## src/hdl/swhsr_pkg.sv

```systemverilog
// package: shared types and constants of the single-wire humidity sensor reader
package swhsr_pkg;

  localparam int FRAME_BITS = 40;
  localparam int CNT_W      = 12;
  localparam int BIDX_W     = 6;
  localparam int CFG_IDX_W  = 2;
  localparam int CFG_DATA_W = 12;

  // register indexes of the configuration port
  localparam logic [CFG_IDX_W-1:0] REG_START_LOW = 2'd0;
  localparam logic [CFG_IDX_W-1:0] REG_RELEASE   = 2'd1;
  localparam logic [CFG_IDX_W-1:0] REG_TIMEOUT   = 2'd2;
  localparam logic [CFG_IDX_W-1:0] REG_THRESHOLD = 2'd3;

  // register reset values
  localparam logic [11:0] START_LOW_RST = 12'd1800;
  localparam logic [7:0]  RELEASE_RST   = 8'd30;
  localparam logic [7:0]  TIMEOUT_RST   = 8'd100;
  localparam logic [7:0]  THRESHOLD_RST = 8'd40;

  // sign bit and magnitude mask of the raw temperature word
  localparam logic [15:0] TEMP_SIGN = 16'h8000;
  localparam logic [15:0] TEMP_MAG  = 16'h7FFF;

  // request kinds
  localparam logic KIND_TICK  = 1'b0;
  localparam logic KIND_START = 1'b1;

  // transaction status codes
  typedef enum logic [1:0] {
    ST_OK       = 2'd0,
    ST_TIMEOUT  = 2'd1,
    ST_CHECKSUM = 2'd2
  } status_t;

  // sequencer phases, one-hot
  typedef enum logic [10:0] {
    PH_IDLE  = 11'b000_0000_0001,
    PH_START = 11'b000_0000_0010,
    PH_REL   = 11'b000_0000_0100,
    PH_RLS   = 11'b000_0000_1000,
    PH_RLH   = 11'b000_0001_0000,
    PH_RHS   = 11'b000_0010_0000,
    PH_RHH   = 11'b000_0100_0000,
    PH_BLS   = 11'b000_1000_0000,
    PH_BLH   = 11'b001_0000_0000,
    PH_BHS   = 11'b010_0000_0000,
    PH_BHH   = 11'b100_0000_0000
  } phase_t;

  // input request payload
  typedef struct packed {
    logic kind;
    logic line_level;
  } in_req_t;

  // result payload
  typedef struct packed {
    logic               drive_low;
    logic               busy_res;
    logic               done_res;
    logic [1:0]         status;
    logic [15:0]        humidity_tenths;
    logic signed [15:0] temperature_tenths;
  } out_res_t;

endpackage

```

## src/hdl/single_wire_humidity_sensor_reader.sv

```systemverilog
// top level: single-wire humidity/temperature sensor master sequencer
//
//  channel  ports                              payload
//  in       in_valid  in_ready  in_data        kind, line_level
//  out      out_valid out_ready out_data       drive_low .. temperature_tenths
//  cfg      cfg_we    cfg_index cfg_data       12-bit write, no read-back
//
// one request per cycle unless stalled: the sequencer state, the bit shifter and the
// checksum and sign conversion all settle combinationally from the state registers
// into the result register. every request gives one result, in the cycle after
// acceptance. a waiting result stalls input only when out_ready is low.
// synchronous active-low reset: sequencer idle, counters, frame and last values
// zero, registers at their defaults.
module single_wire_humidity_sensor_reader (
  input  logic                                clk,
  input  logic                                rst_n,
  input  logic                                in_valid,
  output logic                                in_ready,
  input  swhsr_pkg::in_req_t                  in_data,
  output logic                                out_valid,
  input  logic                                out_ready,
  output swhsr_pkg::out_res_t                 out_data,
  input  logic                                cfg_we,
  input  logic [swhsr_pkg::CFG_IDX_W-1:0]     cfg_index,
  input  logic [swhsr_pkg::CFG_DATA_W-1:0]    cfg_data
);

  // configuration registers
  logic [11:0] start_low_r;
  logic [7:0]  release_r;
  logic [7:0]  timeout_r;
  logic [7:0]  threshold_r;

  // sequencer state
  swhsr_pkg::phase_t                phase_r, phase_nxt;
  logic [swhsr_pkg::CNT_W-1:0]      cnt_r, cnt_nxt;
  logic [swhsr_pkg::BIDX_W-1:0]     bidx_r, bidx_nxt;
  logic [swhsr_pkg::FRAME_BITS-1:0] frame_r, frame_nxt;
  logic [15:0]                      hum_r, hum_nxt;
  logic [15:0]                      temp_r, temp_nxt;
  logic [1:0]                       stat_r, stat_nxt;
  logic                             done_nxt;

  // result register
  logic                 out_valid_r;
  swhsr_pkg::out_res_t  out_data_r;

  logic in_fire;

  // helpers
  logic [swhsr_pkg::CNT_W-1:0]      cnt_inc;
  logic [swhsr_pkg::CNT_W-1:0]      to_cnt;
  logic [swhsr_pkg::CNT_W-1:0]      bit_len;
  logic                             bit_val;
  logic [swhsr_pkg::FRAME_BITS-1:0] frame_sh;
  logic [swhsr_pkg::BIDX_W-1:0]     bidx_inc;
  logic [7:0]                       sum8;
  logic [15:0]                      raw_t;
  logic [15:0]                      temp_conv;
  logic                             cnt_over;

  assign in_ready = !out_valid_r || out_ready;
  assign in_fire  = in_valid && in_ready;

  // configuration writes, zero lengths act as one
  always_ff @(posedge clk) begin
    if (!rst_n) begin
      start_low_r <= swhsr_pkg::START_LOW_RST;
      release_r   <= swhsr_pkg::RELEASE_RST;
      timeout_r   <= swhsr_pkg::TIMEOUT_RST;
      threshold_r <= swhsr_pkg::THRESHOLD_RST;
    end else if (cfg_we) begin
      unique case (cfg_index)
        swhsr_pkg::REG_START_LOW: begin
          start_low_r <= (cfg_data == '0) ? 12'd1 : cfg_data[11:0];
        end
        swhsr_pkg::REG_RELEASE: begin
          release_r <= (cfg_data[7:0] == 8'd0) ? 8'd1 : cfg_data[7:0];
        end
        swhsr_pkg::REG_TIMEOUT: begin
          timeout_r <= cfg_data[7:0];
        end
        swhsr_pkg::REG_THRESHOLD: begin
          threshold_r <= cfg_data[7:0];
        end
        default: begin
        end
      endcase
    end
  end

  // counter, timeout and bit decision
  assign cnt_inc  = cnt_r + 1'b1;
  assign to_cnt   = {4'd0, (timeout_r == 8'd0) ? 8'd1 : timeout_r};
  assign cnt_over = cnt_inc > to_cnt;
  assign bit_len  = in_data.line_level ? to_cnt : cnt_r;
  assign bit_val  = bit_len > {4'd0, threshold_r};
  assign frame_sh = {frame_r[swhsr_pkg::FRAME_BITS-2:0], bit_val};
  assign bidx_inc = bidx_r + 1'b1;

  // checksum and sign-magnitude conversion on the shifted frame
  assign sum8  = frame_sh[39:32] + frame_sh[31:24] + frame_sh[23:16] + frame_sh[15:8];
  assign raw_t = frame_sh[23:8];
  assign temp_conv = ((raw_t & swhsr_pkg::TEMP_SIGN) != 16'd0)
                   ? 16'(16'd0 - (raw_t & swhsr_pkg::TEMP_MAG)) : raw_t;

  // sequencer next state
  always_comb begin
    phase_nxt = phase_r;
    cnt_nxt   = cnt_r;
    bidx_nxt  = bidx_r;
    frame_nxt = frame_r;
    hum_nxt   = hum_r;
    temp_nxt  = temp_r;
    stat_nxt  = stat_r;
    done_nxt  = 1'b0;
    if (in_data.kind == swhsr_pkg::KIND_START) begin
      if (phase_r == swhsr_pkg::PH_IDLE) begin
        phase_nxt = swhsr_pkg::PH_START;
        cnt_nxt   = '0;
        bidx_nxt  = '0;
        frame_nxt = '0;
      end
    end else begin
      unique case (phase_r)
        swhsr_pkg::PH_IDLE: begin
        end
        swhsr_pkg::PH_START: begin
          cnt_nxt = cnt_inc;
          if (cnt_inc >= start_low_r) begin
            phase_nxt = swhsr_pkg::PH_REL;
            cnt_nxt   = '0;
          end
        end
        swhsr_pkg::PH_REL: begin
          cnt_nxt = cnt_inc;
          if (cnt_inc >= {4'd0, release_r}) begin
            phase_nxt = swhsr_pkg::PH_RLS;
            cnt_nxt   = '0;
          end
        end
        // seek phases: wait for the wanted level
        swhsr_pkg::PH_RLS, swhsr_pkg::PH_RHS, swhsr_pkg::PH_BLS, swhsr_pkg::PH_BHS: begin
          if (in_data.line_level == ((phase_r == swhsr_pkg::PH_RHS) ||
                                     (phase_r == swhsr_pkg::PH_BHS))) begin
            phase_nxt = swhsr_pkg::phase_t'({phase_r[9:0], 1'b0});
            cnt_nxt   = 12'd1;
          end else begin
            cnt_nxt = cnt_inc;
            if (cnt_over) begin
              phase_nxt = swhsr_pkg::PH_IDLE;
              cnt_nxt   = '0;
              stat_nxt  = swhsr_pkg::ST_TIMEOUT;
              done_nxt  = 1'b1;
            end
          end
        end
        // response and bit-low hold phases
        swhsr_pkg::PH_RLH, swhsr_pkg::PH_RHH, swhsr_pkg::PH_BLH: begin
          if (in_data.line_level == (phase_r == swhsr_pkg::PH_RHH)) begin
            cnt_nxt = cnt_inc;
            if (cnt_over) begin
              // clipped pulse, next wait starts on the next tick
              phase_nxt = (phase_r == swhsr_pkg::PH_RHH) ? swhsr_pkg::PH_BLS
                        : swhsr_pkg::phase_t'({phase_r[9:0], 1'b0});
              cnt_nxt   = '0;
            end
          end else begin
            // level changed, this sample opens the next pulse
            phase_nxt = (phase_r == swhsr_pkg::PH_RHH) ? swhsr_pkg::PH_BLH
                      : swhsr_pkg::phase_t'({phase_r[8:0], 2'b00});
            cnt_nxt   = 12'd1;
          end
        end
        // bit-high hold: measure, shift in the bit, maybe close the frame
        swhsr_pkg::PH_BHH: begin
          if (in_data.line_level && !cnt_over) begin
            cnt_nxt = cnt_inc;
          end else begin
            frame_nxt = frame_sh;
            bidx_nxt  = bidx_inc;
            if (bidx_inc >= swhsr_pkg::BIDX_W'(swhsr_pkg::FRAME_BITS)) begin
              phase_nxt = swhsr_pkg::PH_IDLE;
              cnt_nxt   = '0;
              done_nxt  = 1'b1;
              if (sum8 != frame_sh[7:0]) begin
                stat_nxt = swhsr_pkg::ST_CHECKSUM;
              end else begin
                stat_nxt = swhsr_pkg::ST_OK;
                hum_nxt  = frame_sh[39:24];
                temp_nxt = temp_conv;
              end
            end else if (in_data.line_level) begin
              phase_nxt = swhsr_pkg::PH_BLS;
              cnt_nxt   = '0;
            end else begin
              phase_nxt = swhsr_pkg::PH_BLH;
              cnt_nxt   = 12'd1;
            end
          end
        end
        default: begin
          phase_nxt = swhsr_pkg::PH_IDLE;
          cnt_nxt   = '0;
        end
      endcase
    end
  end

  // state registers, updated on each accepted request
  always_ff @(posedge clk) begin
    if (!rst_n) begin
      phase_r <= swhsr_pkg::PH_IDLE;
      cnt_r   <= '0;
      bidx_r  <= '0;
      frame_r <= '0;
      hum_r   <= '0;
      temp_r  <= '0;
      stat_r  <= swhsr_pkg::ST_OK;
    end else if (in_fire) begin
      phase_r <= phase_nxt;
      cnt_r   <= cnt_nxt;
      bidx_r  <= bidx_nxt;
      frame_r <= frame_nxt;
      hum_r   <= hum_nxt;
      temp_r  <= temp_nxt;
      stat_r  <= stat_nxt;
    end
  end

  // result valid
  always_ff @(posedge clk) begin
    if (!rst_n) begin
      out_valid_r <= 1'b0;
    end else if (in_ready) begin
      out_valid_r <= in_valid;
    end
  end

  // result payload
  always_ff @(posedge clk) begin
    if (in_fire) begin
      out_data_r.drive_low          <= (phase_nxt == swhsr_pkg::PH_START);
      out_data_r.busy_res           <= (phase_nxt != swhsr_pkg::PH_IDLE);
      out_data_r.done_res           <= done_nxt;
      out_data_r.status             <= stat_nxt;
      out_data_r.humidity_tenths    <= hum_nxt;
      out_data_r.temperature_tenths <= temp_nxt;
    end
  end

  assign out_valid = out_valid_r;
  assign out_data  = out_data_r;

  // a start request taken while idle enters the start phase
  a_start_enters: assert property (@(posedge clk) disable iff (!rst_n)
    (in_fire && in_data.kind == swhsr_pkg::KIND_START && phase_r == swhsr_pkg::PH_IDLE)
    |=> (phase_r == swhsr_pkg::PH_START && out_valid_r && out_data_r.drive_low))
    else $error("start request did not enter start phase");

  // a finished transaction is never reported busy
  a_done_not_busy: assert property (@(posedge clk) disable iff (!rst_n)
    (out_valid_r && out_data_r.done_res) |-> !out_data_r.busy_res)
    else $error("done reported while busy");

  // driving the line low only while busy
  a_drive_busy: assert property (@(posedge clk) disable iff (!rst_n)
    (out_valid_r && out_data_r.drive_low) |-> out_data_r.busy_res)
    else $error("line driven low while idle");

  // the bit index never passes the frame length
  a_bidx_range: assert property (@(posedge clk) disable iff (!rst_n)
    bidx_r <= swhsr_pkg::BIDX_W'(swhsr_pkg::FRAME_BITS))
    else $error("bit index beyond frame length");

endmodule
```

## config.mk

```make
export PLATFORM = sky130hd
export DESIGN_NAME = single_wire_humidity_sensor_reader
export DESIGN_NICKNAME = d
export VERILOG_FILES = /design/src/hdl/swhsr_pkg.sv /design/src/hdl/single_wire_humidity_sensor_reader.sv
export SDC_FILE = /design/constraint.sdc
export NUM_CORES = 1
export LEC_CHECK = 0
export ABC_AREA = 1
export BUFFER_PORTS_ARGS = -buffer_cell sky130_fd_sc_hd__buf_4
export CORE_UTILIZATION = 60
export CTS_CLUSTER_DIAMETER = 80
export DETAILED_ROUTE_END_ITERATION = 10
export GPL_TIMING_DRIVEN = 0
export HOLD_SLACK_MARGIN = 0.12
export PLACE_DENSITY_LB_ADDON = 0.1
export SETUP_SLACK_MARGIN = 0.15
export SYNTH_ARGS = -nofsm -noshare
export SYNTH_HDL_FRONTEND = slang
export SYNTH_SLANG_ARGS = --single-unit
```

## constraint.sdc

```tcl
create_clock -name clk -period 4.1 [get_ports clk]
set_input_delay 0.41 -clock clk [delete_from_list [all_inputs] [get_ports clk]]
set_output_delay 0.41 -clock clk [all_outputs]
set_load 0.05 [all_outputs]
```

==> results of run 1 <==
cell usage in the layout, fill, tap and decap left out, types with 10 or more instances in the layout:
cell type and count:
nand2_2 24, o211ai_1 21, clkbuf_16 19, a21oi_1 116
nor3_1 13, fa_1 13, buf_6 10, nand4_1 57
inv_1 166, nand3_1 82, xor2_1 27, a31oi_1 17
buf_4 69, edfxtp_1 37, o21ai_0 75, clkbuf_1 43
ha_1 46, a211oi_2 21, nand2_1 282, dfxtp_1 132
nor2_1 83
path summary, 6_finish.rpt:
path | startpoint | to | slack, ns | cells after the start
worst max register to register | frame_r[18]$_SDFFE_PN0P_ | out_data[19]$_DFFE_PP_ | 0.25 | 14
worst min-delay path | cfg_data[10] | start_low_r[10]$_SDFFE_PN1P_ | 0.20 | 3
worst max-delay path | frame_r[18]$_SDFFE_PN0P_ | out_data[19]$_DFFE_PP_ | 0.25 | 14
worst min register to register | bidx_r[5]$_SDFFE_PN0P_ | bidx_r[5]$_SDFFE_PN0P_ | 0.49 | 2
logic make-up after synthesis:
logic type,synth area share
xor gates and xnor gates,0.0312
DFF,0.385
AOI/OAI and AO/OA,0.165
buffers and inverters,0.0928
adders and majority gates,0.0871
and+or+nand+nor,0.239
critical path, stage by stage, from the launching register on:
cell,delay [ns]
dfxtp_1,0.47
fa_1,0.51
fa_1,0.50
ha_1,0.37
nand3_1,0.08
nand2_1,0.12
a21oi_1,0.09
o21ai_0,0.27
xor2_1,0.31
nand3_4,0.15
nor2_4,0.23
nand2_4,0.17
buf_8,0.18
nand2_2,0.07
nand2_2,0.07
metal layers:
layer	up-vias	share of wire	wire length, microns	GRT usage
met5	-	0	0	0
met4	0	0.021	587	0.106
met3	46	0.078	2180	0.0711
met2	399	0.45	12600	0.498
met1	4458	0.45	12700	0.446
li1	4704	-	-	-
metrics by stage:
step	setup WS, ns	instance area [sq um]	power, mW
6_report	0.253	11800	4.40
5_1_grt	0.0884	11800	4.56
4_1_cts	0.133	11500	4.36
3_5_place_dp	-0.283	10900	2.69
3_3_place_gp	-0.248	10800	2.68
2_1_floorplan	0.437	10100	2.48
sequential cells by signal, indices dropped and copies added (netlist names), 6 cells and up:
register,count
bidx_r,6
cnt_r,12
frame_r,39
hum_r,16
out_data,37
phase_r,11
release_r,8
start_low_r,12
temp_r,16
threshold_r,8
timeout_r,8
repair_timing:
action,in CTS,in global routing
setup endpoints to repair,83,112
gates resized for setup,14,77
buffers inserted,2,9
hold endpoints to repair,0,0
gates cloned,0,2
pin swaps,2,19
cell type report:
| class | instances | area, sq um |
|---|---|---|
| Sequential cell | 176 | 3910 |
| Clock inverter | 13 | 153 |
| Timing Repair Buffer | 72 | 601 |
| Fill cell | 1323 | 4680 |
| Buffer | 64 | 324 |
| Multi-Input combinational cell | 934 | 5470 |
| Inverter | 174 | 659 |
| Tap cell | 220 | 275 |
| Clock buffer | 19 | 454 |
where the power goes:
part / switching [mW] / total, mW / internal, mW
sequential: 0.0616 / 1.93 / 1.87
clock: 0.734 / 1.68 / 0.944
combinational: 0.535 / 0.794 / 0.259
==> impl_metrics.ini, run 1 <==
[synth]
synth_ff_type = dfxtp_1
syn_area_sq_um = 10100
post-synth-top-area-cell = dfxtp_1
synth.yosys.seq_area_share = 0.385
synth_nets = 1431
yosys_warnings = 0
synth_edf_count = 37
yosysMostFrequentCell = nand2_1
syn_inst = 1348
synth_common_cells = 311 x nand2_1, 169 x inv_1, 139 x dfxtp_1
synth.distinct_cells = 46
yosys_register_bits = 176
async_flop_share = 0
synth_top_area_frac = 0.275
avgSynthCellArea_sq_um = 7.50
netlist_top_cells_area = dfxtp_1 28%, nand2_1 12%, edfxtp_1 11%, inv_1 6.3%, ha_1 5.9%

[grt]
track_usage = 0.322
grt_pass1_wl_mm = 44.0
grt_antenna_before_repair = 0
grt_pass1_vias = 8654
grt_max_degree = 26
grt-ovfl-total = 0

[timing]
timing.final.crit_share = 0.938
skew_ns = 0.0112
tightest_slew_ns = 0.792
max_freq_ghz = 0.260
hold_viol = 0
tns_ns = 0
whs_ns = 0.197
finalSetupViolCount = 0
relSlewSlack = 0.472
fin_crit_ns = 3.85
grt_setup_unrepaired = true
slew_viol_final = 0

[floorplan]
fp.dieW_microns = 132
fp-row-count = 47
die_area_sq_um = 17400
core-area_sq_um = 16500
die_h_microns = 132
ios = 60
start_util = 0.612

[cts]
clockRootBuffer = clkbuf_16
cts.sinks = 176
path_clk_slew_ns = 0.07
cts_max_path_buffers = 2
clk_latency_ns = 0.45
cts_max_level = 4
ctsHoldBuffers = 0
cts_tree = done
cts_buffers = 17

[route]
wl_mm = 28.0
ant_nets = 0
dr.first_iter.drc_count = 865
vias_per_cell = 5.75
routedWlPerCell_microns = 16.8
drc = 0
route.vias.total = 9607
first_pass_iters = 5

[placement]
port_buffers = 58
gp_congestion = 0.936
dp_hpwl_mm = 20.3
placed_cells = 1627

[final_layout]
fin_cells = 1672
antenna-diode-count = 0
final_nets = 1522
final_util = 0.717
drive_above_1_share = 0.145
area.growth.synth_to_final_pct = 17.1

[power]
p_leak_nw = 5.42
power.density_nw_per_um2 = 372
peakVddDrop_v = 0.000360

[critical_path]
cp_data_required_time_ns = 4.29
cp-start-kind = register
crit_arrival_ns = 4.03
crit_fanout = 7
crit_type = reg -> reg
cp-end-kind = register

[job]
cap_violations = 0

[min_path]
hold_class = in -> reg

[outcome]
status = complete, no violations
Note: power is estimated with default switching activity, not from simulation.
==> run 2, diff against run 1 <==
--- a/config.mk
+++ b/config.mk
@@ -5,7 +5,6 @@
 export SDC_FILE = /design/constraint.sdc
 export NUM_CORES = 1
 export LEC_CHECK = 0
-export ABC_AREA = 1
 export BUFFER_PORTS_ARGS = -buffer_cell sky130_fd_sc_hd__buf_4
 export CORE_UTILIZATION = 60
 export CTS_CLUSTER_DIAMETER = 80
==> impl_metrics.ini, run 2 <==
[critical_path]
cp-end-kind = register
r2r_slack_ns = 0.06
crit_arrival_ns = 4.22
crit_chain = fa_1 -> fa_1 -> ha_2 -> inv_2 -> fa_2 -> xnor2_2 -> xnor2_1 -> nand3_1 -> nor3_4 -> o2111ai_4 -> nor4_4 -> buf_6 -> clkbuf_16 -> mux2_1
crit_slowest_cell = fa_1
max_stage_delay_ns = 0.51
cpLargestDelayFamily = adder cells
crit_fanout = 7
path_buf_inv = 3
cpMostUsedCell = fa_1
cp-start-kind = register
crit_type = reg -> reg
cp_data_required_time_ns = 4.28

[timing]
skew_ns = 0.0134
timing.final.crit_share = 0.987
max_freq_ghz = 0.247
fin_crit_ns = 4.04
slew_viol_final = 0
hold_viol = 0
relSlewSlack = 0.437
grt_setup_unrepaired = true
finalSetupViolCount = 0
setup_ws_ns = 0.0551
tightest_slew_ns = 0.843

[floorplan]
die_h_microns = 131
ios = 60
core-area_sq_um = 16100
die_area_sq_um = 17200
fp-row-count = 46
start_util = 0.623
fp.dieW_microns = 131

[final_layout]
regMostFlops = frame_r
antenna-diode-count = 0
drive_above_1_share = 0.180
final_nets = 1338
largest_reg_flops = 39
final_cell_mix = 163 x nand2_1, 127 x dfxtp_1, 122 x a21oi_1, 84 x nand3_1, 67 x inv_1
area.growth.synth_to_final_pct = 17.5
layout_commonest_cell = nand2_1
n_fill_cell = 1258

[synth]
synth-compound-area-share = 0.174
yosys_register_bits = 176
synth_ff_type = dfxtp_1
synth_fa_ha_area_frac = 0.0878
post-synth-top-area-cell = dfxtp_1
syn_area_sq_um = 10000
netlist_top_cells_area = dfxtp_1 28%, edfxtp_1 11%, a21oi_1 6.1%, nand2_1 6.1%, ha_1 6.0%
muxShareOfSynthArea = 0.0461
synth_nets = 1248
synth_top_area_frac = 0.277
synth.yosys.seq_area_share = 0.388
synth_edf_count = 37
yosys_warnings = 0
async_flop_share = 0
synthXorXnorAreaFrac = 0.0410
syn_inst = 1165
yosys.area_share.simple = 0.204
yosysMostFrequentCell = nand2_1
synth_common_cells = 163 x nand2_1, 139 x dfxtp_1, 123 x a21oi_1
synth_top_family_by_area = simple AND/OR/NAND/NOR gates
synth.distinct_cells = 84
avgSynthCellArea_sq_um = 8.61

[placement]
place_ws_ns = -0.754
dp_hpwl_mm = 19.5
port_buffers = 57
gp_congestion = 0.964

[route]
routedWlPerCell_microns = 19.2
first_pass_iters = 5
vias_per_cell = 6.24
drc = 0
ant_nets = 0
route.vias.total = 9263
dr.first_iter.drc_count = 851
wl_mm = 28.4

[grt]
grt_pass1_wl_mm = 44.5
grt-ovfl-total = 0
grt_pass1_vias = 8515
grt_antenna_before_repair = 0
track_usage = 0.325
grt_max_degree = 27

[min_path]
hold_class = in -> reg

[power]
peakVddDrop_v = 0.000285
p_leak_nw = 4.62
total_power_mw = 3.95
power.density_nw_per_um2 = 335

[cts]
cts_max_path_buffers = 2
clk_latency_ns = 0.44
path_clk_slew_ns = 0.07
cts_max_level = 4
clockRootBuffer = clkbuf_16
cts_tree = done
ctsHoldBuffers = 0
cts.sinks = 176
cts_buffers = 17

[outcome]
status = complete, no violations

[job]
cap_violations = 0
==> run 2: worst paths after layout <==
path | startpoint | end | cells after the start
worst max-delay path | frame_r[16]$_SDFFE_PN0P_ | out_data[8]$_DFFE_PP_ | 14
worst min-delay path | cfg_data[8] | start_low_r[8]$_SDFFE_PN1P_ | 3
worst max register to register | frame_r[16]$_SDFFE_PN0P_ | out_data[8]$_DFFE_PP_ | 14
worst min register to register | threshold_r[4]$_SDFFE_PN0P_ | threshold_r[4]$_SDFFE_PN0P_ | 2
==> run 2: timing repair <==
item | in CTS | in global routing
setup buffers | 7 | 3
cloned | 0 | 3
endpoints found under the setup margin | 64 | 112
pin swaps | 2 | 6
resized for setup | 22 | 60
==> run 2: final cells by class <==
cell class | count | area [sq um] | area share
clock inverter | 13 | 154 | 0.0131
clock buffer | 19 | 443 | 0.0376
buffer | 73 | 359 | 0.0305
timing repair buffer | 71 | 609 | 0.0517
sequential | 176 | 3920 | 0.333
multi-input combinational | 846 | 5770 | 0.489
tap | 216 | 270 | 0.0229
inverter | 70 | 263 | 0.0223
==> run 2: power by group <==
group,total (mW),switching [mW],internal (mW)
Clock,1.68,0.750,0.930
Combinational,0.453,0.324,0.129
Sequential,1.82,0.0194,1.80
==> run 2: per-stage QoR <==
step | util | instances | hold slack (ns) | area [sq um] | TNS, ns
after floorplan | - | 1165 | 0.436 | 10100 | 0
after global placement | 0.668 | 1438 | 0.442 | 10800 | -20.61
after detailed placement | 0.669 | 1439 | 0.447 | 10800 | -26.14
after CTS | 0.714 | 1478 | 0.205 | 11500 | 0
after global routing | 0.731 | 1484 | 0.224 | 11800 | -0.825
final | 0.731 | 1484 | 0.215 | 11800 | 0
==> run 2: tightest hold or removal path, cell delays in order <==
cell      delay [ns]
buf_4           0.08
nand2_1         0.04
o211ai_1        0.08
==> run 2: routing by layer <==
layer / track usage / vias to the layer above / share of wire
met2: 0.502 / 456 / 0.45
met5: 0 / - / 0
met3: 0.0733 / 55 / 0.083
li1: - / 4352 / -
met4: 0.0988 / 0 / 0.023
met1: 0.453 / 4400 / 0.44
==> run 2: cell families (layout without fill, tap and decap cells) <==
logic type | Yosys count | after routing
DFF | 176 | 176
xor gates and xnor gates | 47 | 47
AOI/OAI and AO/OA | 281 | 281
adders and majority gates | 62 | 62
buffers and inverters | 143 | 246
muxes | 41 | 41
and+or+nand+nor | 415 | 415
